$ cat src/rtl/core/gtr_pkg.sv
// Shared types and constants for the guest texture registry.
// No dependencies; the cell, top level, checker and testbench import this package.
package gtr_pkg;

   localparam int DEFAULT_TABLE_DEPTH = 64;
   localparam int KEY_W = 53;
   localparam logic [7:0] OP_A = 8'h2D;
   localparam logic [7:0] OP_B = 8'h36;
   localparam logic [5:0] FMT_RGBA = 6'd6;
   localparam logic [5:0] FMT_RG = 6'd10;
   localparam logic [5:0] FMT_BC = 6'd20;
   localparam logic [31:0] SIXTEEN_MIB = 32'd16777216;

   localparam logic [1:0] ST_HIT = 2'd0;
   localparam logic [1:0] ST_CREATED = 2'd1;
   localparam logic [1:0] ST_FULL = 2'd2;
   localparam logic [1:0] ST_IGNORED = 2'd3;

   localparam logic [1:0] CS_NEW = 2'd1;
   localparam logic [1:0] CS_RESIDENT = 2'd2;

   localparam logic CMD_FETCH = 1'b0;

   typedef struct packed {
      logic [1:0]  state;
      logic [24:0] bytes;
      logic [1:0]  fmt;
   } info_type;

   typedef struct packed {
      logic              cmd;
      logic [4:0]        slot;
      logic [7:0]        op;
      logic [31:0]       frame;
      logic [31:0]       base;
      logic [31:0]       mip;
      logic [KEY_W-1:0]  key;
   } query_type;

   typedef struct packed {
      logic        active;
      logic        found;
      logic [5:0]  slot;
      logic [31:0] id;
      info_type    info;
   } token_type;

   function automatic logic [1:0] guest_to_host_fmt(input logic [5:0] f);
      logic [1:0] r;
      r = 2'd0;
      if (f == FMT_RGBA) r = 2'd1;
      else if (f == FMT_RG) r = 2'd2;
      else if (f == FMT_BC) r = 2'd3;
      return r;
   endfunction

   // Cache state after a request: a draw use marks an entry with a known size resident.
   function automatic info_type apply_use(input info_type i, input logic cmd);
      info_type r;
      r = i;
      if (cmd != CMD_FETCH && i.bytes != '0) r.state = CS_RESIDENT;
      return r;
   endfunction

endpackage

$ cat src/rtl/core/gtr_cell.sv
// One table entry of the registry chain: stores the entry and compares the passing search token.
// Depends on gtr_pkg.
module gtr_cell #(
   parameter int IDX = 0,
   parameter int IW = 6,
   parameter int UW = 7
) (
   input  logic                 clock,
   input  logic                 reset,
   input  gtr_pkg::query_type   query,
   input  logic [UW-1:0]        used,
   input  logic                 wr_en,
   input  logic [IW-1:0]        wr_idx,
   input  logic [31:0]          wr_id,
   input  gtr_pkg::info_type    wr_info,
   input  gtr_pkg::token_type   tok_in,
   output gtr_pkg::token_type   tok_out
);
   import gtr_pkg::*;

   logic [31:0]      base_ff, mip_ff, id_ff;
   logic [KEY_W-1:0] key_ff;
   logic [4:0]       first_slot_ff, last_slot_ff;
   logic [31:0]      first_frame_ff, last_frame_ff;
   logic [31:0]      fetches_ff, hits_ff, draws_ff, others_ff, op_a_ff, op_b_ff;
   info_type         info_ff;
   token_type        tok_ff, tok_in_w;

   logic     hit, create, upd;
   info_type info_base, info_in;
   logic [31:0] fetches_in, hits_in, draws_in, others_in, op_a_in, op_b_in;

   assign hit = tok_in.active && !tok_in.found && (used > UW'(IDX)) &&
                base_ff == query.base && mip_ff == query.mip && key_ff == query.key;
   assign create = wr_en && wr_idx == IW'(IDX);
   assign upd = hit || create;

   always_comb begin
      info_base = create ? wr_info : info_ff;
      info_in = apply_use(info_base, query.cmd);
      fetches_in = create ? 32'd0 : fetches_ff;
      hits_in = (create ? 32'd0 : hits_ff) + 32'd1;
      draws_in = create ? 32'd0 : draws_ff;
      others_in = create ? 32'd0 : others_ff;
      op_a_in = create ? 32'd0 : op_a_ff;
      op_b_in = create ? 32'd0 : op_b_ff;
      if (query.cmd == CMD_FETCH) begin
         fetches_in = fetches_in + 32'd1;
      end else begin
         draws_in = draws_in + 32'd1;
         if (query.op == OP_A) op_a_in = op_a_in + 32'd1;
         else if (query.op == OP_B) op_b_in = op_b_in + 32'd1;
         else others_in = others_in + 32'd1;
      end
      tok_in_w = tok_in;
      if (hit) begin
         tok_in_w.found = 1'b1;
         tok_in_w.slot = 6'(IDX);
         tok_in_w.id = id_ff;
         tok_in_w.info = info_in;
      end
   end

   always_ff @(posedge clock) begin
      if (reset) begin
         tok_ff.active <= 1'b0;
      end else begin
         tok_ff.active <= tok_in_w.active;
      end
      tok_ff.found <= tok_in_w.found;
      tok_ff.slot <= tok_in_w.slot;
      tok_ff.id <= tok_in_w.id;
      tok_ff.info <= tok_in_w.info;
      if (create) begin
         base_ff <= query.base;
         mip_ff <= query.mip;
         key_ff <= query.key;
         id_ff <= wr_id;
         first_slot_ff <= query.slot;
         first_frame_ff <= query.frame;
      end
      if (upd) begin
         last_slot_ff <= query.slot;
         last_frame_ff <= query.frame;
         info_ff <= info_in;
         fetches_ff <= fetches_in;
         hits_ff <= hits_in;
         draws_ff <= draws_in;
         others_ff <= others_in;
         op_a_ff <= op_a_in;
         op_b_ff <= op_b_in;
      end
   end

   assign tok_out = tok_ff;

endmodule

$ cat config.mk
export PLATFORM = sky130hd
export DESIGN_NAME = gtr_cell
export DESIGN_NICKNAME = d
export VERILOG_FILES = /design/src/rtl/core/gtr_pkg.sv /design/src/rtl/core/gtr_cell.sv
export SDC_FILE = /design/constraint.sdc
export NUM_CORES = 1
export LEC_CHECK = 0
export BUFFER_PORTS_ARGS = -buffer_cell sky130_fd_sc_hd__buf_2
export CAP_MARGIN = 10
export CORE_ASPECT_RATIO = 1.25
export CORE_MARGIN = 2
export CORE_UTILIZATION = 44
export DETAILED_ROUTE_END_ITERATION = 8
export PLACE_DENSITY = 0.76
export SLEW_MARGIN = 20
export SYNTH_ARGS = -nofsm -noshare
export SYNTH_HDL_FRONTEND = slang
export SYNTH_SLANG_ARGS = --single-unit
$ cat constraint.sdc
create_clock -name clock -period 7.9 [get_ports clock]
set_input_delay 2.37 -clock clock [delete_from_list [all_inputs] [get_ports clock]]
set_output_delay 2.37 -clock clock [all_outputs]
set_load 0.01 [all_outputs]
==> Word level (Yosys, flattened, before mapping) <==
Cells that the tools add are included.
{ "word_totals": {"register_bits": 247, "input_bits": 309, "output_inout_bits": 69, "word_cells": 32} }
{ "op_classes": {"order_cmp": 1, "eq_ne": 3, "mux": 3, "reduce_logical": 11} }
{ "ops": {"columns": ["op", "count"], "rows": [
  ["$eq 32x32->1", 2],
  ["$mux 61", 1],
  ["$eq 53x53->1", 1],
  ["$mux 29", 1],
  ["$reduce_bool 25->1", 1],
  ["$gt 7x1->1 const B", 1],
  ["$logic_and 1x1->1", 7],
  ["$logic_not 6->1", 1],
  ["$mux 2", 1],
  ["$logic_not 1->1", 1],
  ["$logic_or 1x1->1", 1]
]} }

==> Depth between registers and ports, before layout <==
Gate-level depths: netlist (run 1).
{ "depth": {"word_depth": 7, "depth_mapped": 8, "depth_no_buf": 6} }

==> Worst setup path before layout (run 1) <==
Ideal clock, no wire load.
{ "synth_path": {"kind": "in2reg", "startpoint": "input port wr_idx[2]", "endpoint": "register base_ff[0] (enable)", "setup_time_ps": 572, "arrival_ps": 7133, "required_ps": 7328, "slack_ps": 195, "path_stages": 4, "n_path_buf": 1, "path_cell_list": "nor4b_1 nand2_1 inv_1 clkbuf_1"} }
{ "synth_between": {"elab_chain_len": 2} }
{ "synth_rtl": {"columns": ["element", "line", "text"], "rows": [
  ["start, declared", "gtr_cell.sv:13", "input logic [IW-1:0] wr_idx,"],
  ["$logic_not 6->1", "gtr_cell.sv:35", "assign create = wr_en && wr_idx == IW'(IDX);"],
  ["$logic_and 1x1->1", "gtr_cell.sv:35", null],
  ["named net create", "gtr_cell.sv:29", "logic hit, create, upd;"],
  ["end signal, assigned", "gtr_cell.sv:75", "base_ff <= query.base;"],
  ["end, declared", "gtr_cell.sv:21", "logic [31:0] base_ff, mip_ff, id_ff;"]
]} }
The timed path passes the listed nets, and every way through them passes these cells.
A chain may end at the register's enable or synchronous reset.

==> flow_summary.json, run 1 <==
{
  "status": "complete, no violations",
  "first_global_vias": 6536,
  "rrSetupSlack_ps": 4330,
  "reg2reg_depth": 7,
  "cp_data_required_time_ps": 8280,
  "h-tree-depth": 1,
  "layout.nets": 1320,
  "tns_ps": 0,
  "cp-end-kind": "flop",
  "cellLeakagePower_nw": 5.12,
  "grt_max_degree": 105,
  "finClkSkew_ps": 14.9,
  "powerDensity_nw_per_um2": 222,
  "synth_area_um2": 9620,
  "die_w_um": 136,
  "cts_inserted_buffers": 25,
  "hold_violations": 0,
  "clkLatencyLatePin_ps": 510,
  "drive_gt1_share_pct": 42.3,
  "cts.sinks": 247,
  "synthArstFlopShare_pct": 0,
  "fp.dieH_um": 169,
  "synth_edf_count": 178,
  "max-clock-path-buffers": 3,
  "cp_max_fo": 59,
  "startpoint": "query[33]",
  "rows": 60,
  "rr_startpoint": "mip_ff[26]",
  "grt_use_total_pct": 19.2,
  "min_to": "tok_out[58]",
  "fill_cells": 1746,
  "first_iter_violations": 431,
  "cp_slowest_cell": "a2111oi_0",
  "maxCapViolCount": 0,
  "synth_cell_types": 33,
  "cp_slowest_stage_delay_ps": 670,
  "crit_chain": "buf_2 -> nor2b_1 -> a2111oi_0 -> nand4_1 -> nor4_1 -> nand4_1 -> buf_4 -> mux2_1",
  "cts-resized-gates": 0,
  "grt_pass1_wl_mm": 34.4,
  "avgSynthCellArea_um2": 14.6,
  "startpoint_type": "primary input",
  "root_buffer": "clkbuf_16",
  "worst_pin_slew_ps": 889,
  "fmax_mhz": 191,
  "reg2reg_to": "tok_out[58]",
  "wl_per_cell_um": 17.8,
  "area_delta_synth_final_pct": 29.4,
  "cts_tree": "done",
  "syn_inst": 661,
  "ys_ff_latch": 247,
  "coreArea_um2": 21500,
  "vdd_ir_drop_max_mv": 0.163,
  "via_per_inst": 4.97,
  "initial_core_util_pct": 44.8,
  "gp_congestion": 0.795,
  "finalSetupViolCount": 0,
  "ioPinCount": 378,
  "synth-warning-count": 0,
  "cp.arrival_ps": 5630,
  "postCtsHoldBufs": 0,
  "hp-start": "id_ff[29]",
  "whs_path_depth": 1,
  "postCtsSetupBuffers": 0,
  "path_class": "primary input to flop",
  "ys.flop_type": "edfxtp_1",
  "report.final.slew_viol_count": 0,
  "drc": 0,
  "drt-pass1-iter-count": 7,
  "die-area_um2": 23100,
  "rsz0062_at_grt": "no",
  "antenna_found_initial": 6,
  "post-route-period-util_pct": 66.4,
  "clkTransAtPathRegs_ps": 60,
  "relSlewSlack_pct": 39.2,
  "hold_class": "flop to flop",
  "io_buffers": 332,
  "routed-via-count": 6515,
  "wl_mm": 23.3,
  "route.antenna.remaining_nets": 0,
  "dpl.hpwl_mm": 17.1,
  "seq_area_frac_synth_pct": 69.9,
  "cpMostUsedCell": "nand4_1",
  "min_period_ps": 5250,
  "syn_nets": 970,
  "final_util_pct": 57.9,
  "overflow": 0
}
-- routing by layer --
layer | up-vias | global-route usage, % | part of all wire [%]
met5 | - | 0 | 0.056
met4 | 2 | 7.43 | 3.4
met3 | 57 | 4.06 | 7.3
met2 | 269 | 33.2 | 50
met1 | 3071 | 23.5 | 39
li1 | 3116 | - | -
-- power by group --
group	leakage, nW	switching [W]	internal [W]	total (W)
sequential	2.18	0.00000637	0.00141	0.00142
clock	0.414	0.000479	0.000702	0.00118
combinational	2.52	0.0000784	0.0000923	0.000171
-- sequential cells by signal, indices dropped and copies added, names as in the netlist --
| name | cells |
|---|---|
| base_ff | 32 |
| id_ff | 32 |
| info_ff | 29 |
| key_ff | 53 |
| mip_ff | 32 |
| tok_out | 69 |
-- cell usage after synthesis, types with 3 or more instances --
cell	count	area, µm²
a2111oi_0	8	70.1
a221oi_1	4	35.0
and2_1	6	37.5
buf_2	4	20.0
buf_6	3	33.8
clkbuf_1	6	22.5
dfxtp_1	69	1380
edfxtp_1	178	5350
inv_1	25	93.8
mux2_2	48	541
mux2_4	11	165
nand2_1	91	342
nand2b_1	28	175
nand4_1	17	106
nor2_1	3	11.3
nor2b_1	28	175
nor3_1	5	25.0
nor4_1	30	188
o2111a_1	8	90.1
o22ai_1	3	18.8
xnor2_1	14	123
xor2_1	57	499
-- cell type report --
class                   instances  area [µm²]  area share [%]
repair buffers                336        1700            13.7
clock buffers                  38         767            6.16
multi-input cells             376        2720            21.9
inverters                      25        98.8           0.794
flip-flops and latches        247        6730            54.1
clock inverters                 7        65.1           0.523
well taps                     279         349            2.81
diodes                          4        10.0          0.0805
-- cell families (layout without fill, tap and decap cells) --
logic type | after synthesis | in the layout | share of synthesized area (%)
mux | 61 | 61 | 7.57
buf+inv | 38 | 406 | 1.77
simple gates | 213 | 213 | 11.4
xor+xnor | 71 | 71 | 6.47
other cells | 0 | 4 | 0
flops | 247 | 247 | 69.9
compound gates | 31 | 31 | 2.89
-- how the worst max path moves through the flow --
| stage | slack (ps) | cells past startpoint | to |
|---|---|---|---|
| after floorplan | 190 | 4 | base_ff[0] |
| after global placement | 2130 | 8 | tok_out[54] |
| after detailed placement | 2090 | 8 | tok_out[58] |
| after CTS | 2620 | 8 | tok_out[58] |
| after global routing | 2510 | 8 | tok_out[58] |
| final | 2650 | 8 | tok_out[58] |
-- per-stage QoR --
stage | std cells | setup WS, ps | power [W] | instance area [µm²] | hold slack (ps)
5_1_grt | 1311 | 2510 | 0.00286 | 12400 | 472
6_report | 1312 | 2650 | 0.00277 | 12400 | 448
3_5_place_dp | 1263 | 2090 | 0.00161 | 11600 | 436
4_1_cts | 1308 | 2620 | 0.00280 | 12400 | 449
2_1_floorplan | 661 | 195 | 0.00150 | 9620 | 425
3_3_place_gp | 1263 | 2130 | 0.00161 | 11600 | 427
-- critical path: cells and delay by family --
family          cells  cell delay (ps)
simple gates        4             1390
buf+inv             2              700
compound gates      1              670
mux                 1              420
-- cells in the final DEF, fill, tap and decap left out, types with 11 or more instances in the layout --
cell       count
edfxtp_1     178
xor2_1        57
mux2_2        48
mux2_4        11
nand2b_1      28
dfxtp_1       69
nand2_1       91
nor4_1        30
clkbuf_16     27
nand4_1       17
inv_1         24
nor2b_1       28
buf_2        332
xnor2_1       14
(Power assumes the default switching activity.)
==> run 2: changes to the inputs <==
--- a/config.mk
+++ b/config.mk
@@ -9,7 +9,7 @@
 export CAP_MARGIN = 10
 export CORE_ASPECT_RATIO = 1.25
 export CORE_MARGIN = 2
-export CORE_UTILIZATION = 44
+export CORE_UTILIZATION = 46
 export DETAILED_ROUTE_END_ITERATION = 8
 export PLACE_DENSITY = 0.76
 export SLEW_MARGIN = 20
==> constraint.sdc (replaced) <==
create_clock -name clock -period 5.1 [get_ports clock]
set_input_delay 1.53 -clock clock [delete_from_list [all_inputs] [get_ports clock]]
set_output_delay 1.53 -clock clock [all_outputs]
set_load 0.01 [all_outputs]
==> run 2 against run 1 <==
Non-clock buffer count up 2. Critical path depth unchanged. Hold slack better by 13 ps. Largest cell class unchanged.
==> flow_summary.json, run 2 (synthesis results as in run 1) <==
{
  "power_frac_seq_pct": 52.1,
  "drt-pass1-iter-count": 4,
  "dp.cells": 1260,
  "cp_data_required_time_ps": 5480,
  "finClkSkew_ps": 11.6,
  "worst_pin_slew_ps": 760,
  "cellLeakagePower_nw": 5.11,
  "grt_pass1_wl_mm": 34.5,
  "first_iter_violations": 340,
  "grt_max_degree": 80,
  "status": "complete, no violations",
  "switchingPower_w": 0.000879,
  "cts_inserted_buffers": 25,
  "cp_max_fo": 53,
  "cp_num_buf_inv": 2,
  "path_class": "primary input to flop",
  "antenna_found_initial": 5,
  "drive_gt1_share_pct": 42.5,
  "use_met1_pct": 24.5,
  "multiInputGateArea_um2": 2720,
  "finalNonFillerCells": 1310,
  "tns_ps": 0,
  "die_w_um": 133,
  "clkLatencyLatePin_ps": 510,
  "cp-end-kind": "flop",
  "cell_internal_pwr_w": 0.00333,
  "power.total_w": 0.00421,
  "cp_slowest_cell": "nor4_1",
  "cp_slowest_stage_delay_ps": 590,
  "grt_use_total_pct": 19.8,
  "crit_chain": "buf_2 -> xor2_1 -> nor4_1 -> nand4_1 -> nor4_1 -> nand4_1 -> buf_4 -> mux2_2",
  "root_buffer": "clkbuf_16",
  "finalSetupViolCount": 0,
  "fmax_mhz": 273,
  "postCtsHoldBufs": 0,
  "overflow": 0,
  "rows": 59,
  "clkTransAtPathRegs_ps": 60,
  "first_global_vias": 6739,
  "die-area_um2": 22100,
  "fp.dieH_um": 166,
  "power_switching_share_pct": 20.9,
  "max-clock-path-buffers": 3,
  "wl_per_cell_um": 17.3,
  "cts.sinks": 247,
  "layout_common_cells": "buf_2 (332), edfxtp_1 (178), nand2_1 (91)",
  "dpl.hpwl_mm": 17.1,
  "vdd_ir_drop_max_mv": 0.322,
  "dpl-instance-area_um2": 11600,
  "area.sequential_um2": 6730,
  "coreArea_um2": 20700,
  "p_comb_share_pct": 6.2,
  "startpoint_type": "primary input",
  "hold_class": "flop to flop",
  "ioPinCount": 378,
  "gp_congestion": 0.831,
  "postCtsSetupBuffers": 0,
  "maxCapViolCount": 0,
  "relSlewSlack_pct": 49.4,
  "hold_violations": 0,
  "cp_top_family": "simple AND/OR/NAND/NOR gates",
  "layout.nets": 1322,
  "cts-resized-gates": 0,
  "grt_util_met3_pct": 3.55,
  "routed-via-count": 6492,
  "cp.arrival_ps": 4040,
  "area_delta_synth_final_pct": 29.1,
  "powerDensity_nw_per_um2": 339,
  "stdcell_area_um2": 12400,
  "via_per_inst": 4.96,
  "report.final.slew_viol_count": 0,
  "route.antenna.remaining_nets": 0,
  "layout.cells.most_common": "buf_2",
  "use_met2_pct": 34.4,
  "initial_core_util_pct": 46.5,
  "largest_reg_flops": 69,
  "h-tree-depth": 1,
  "wl_mm": 22.7,
  "min_period_ps": 3660,
  "post-route-period-util_pct": 71.8,
  "io_buffers": 332,
  "busiest_layer": "met2",
  "clkPwrFrac_pct": 41.7,
  "cts_tree": "done",
  "fill_cells": 1688,
  "rsz0062_at_grt": "no",
  "drc": 0
}
-- run 2: worst paths after layout --
kind	to	cells past startpoint	from	slack [ps]
worst max-delay path	tok_out[14]	8	query[66]	1440
worst min-delay path	tok_out[58]	1	id_ff[29]	460
worst max register to register	tok_out[14]	7	mip_ff[13]	2200
worst min register to register	tok_out[58]	1	id_ff[29]	460
-- run 2: final cells by class --
class	count	share of cell area, %
flip-flops and latches	247	54.2
multi-input cells	376	21.9
repair buffers	338	13.8
clock buffers	30	5.44
well taps	274	2.76
clock inverters	15	0.947
inverters	25	0.796
diodes	5	0.101
-- run 2: routing by layer --
| layer | vias up | wire length, µm |
|---|---|---|
| li1 | 3132 | - |
| met1 | 3059 | 9100 |
| met2 | 241 | 11400 |
| met3 | 60 | 1360 |
| met4 | 0 | 827 |
| met5 | - | 0 |
-- run 2: stage by stage --
step | setup WS, ps | hold WS [ps] | utilization (%)
floorplan | 593 | 425 | -
global placement | 880 | 428 | 56.2
detailed placement | 868 | 446 | 56.2
CTS | 1400 | 461 | 60.0
global route | 1240 | 473 | 60.1
finish | 1440 | 461 | 60.1
-- run 2: power groups by stage --
| stage | combinational, W | clock [W] | sequential (W) |
|---|---|---|---|
| 2_1_floorplan | 0.0000756 | 0 | 0.00225 |
| 3_3_place_gp | 0.000252 | 0 | 0.00223 |
| 3_5_place_dp | 0.000261 | 0 | 0.00224 |
| 4_1_cts | 0.000262 | 0.00180 | 0.00219 |
| 5_1_grt | 0.000284 | 0.00188 | 0.00219 |
| 6_report | 0.000260 | 0.00176 | 0.00219 |
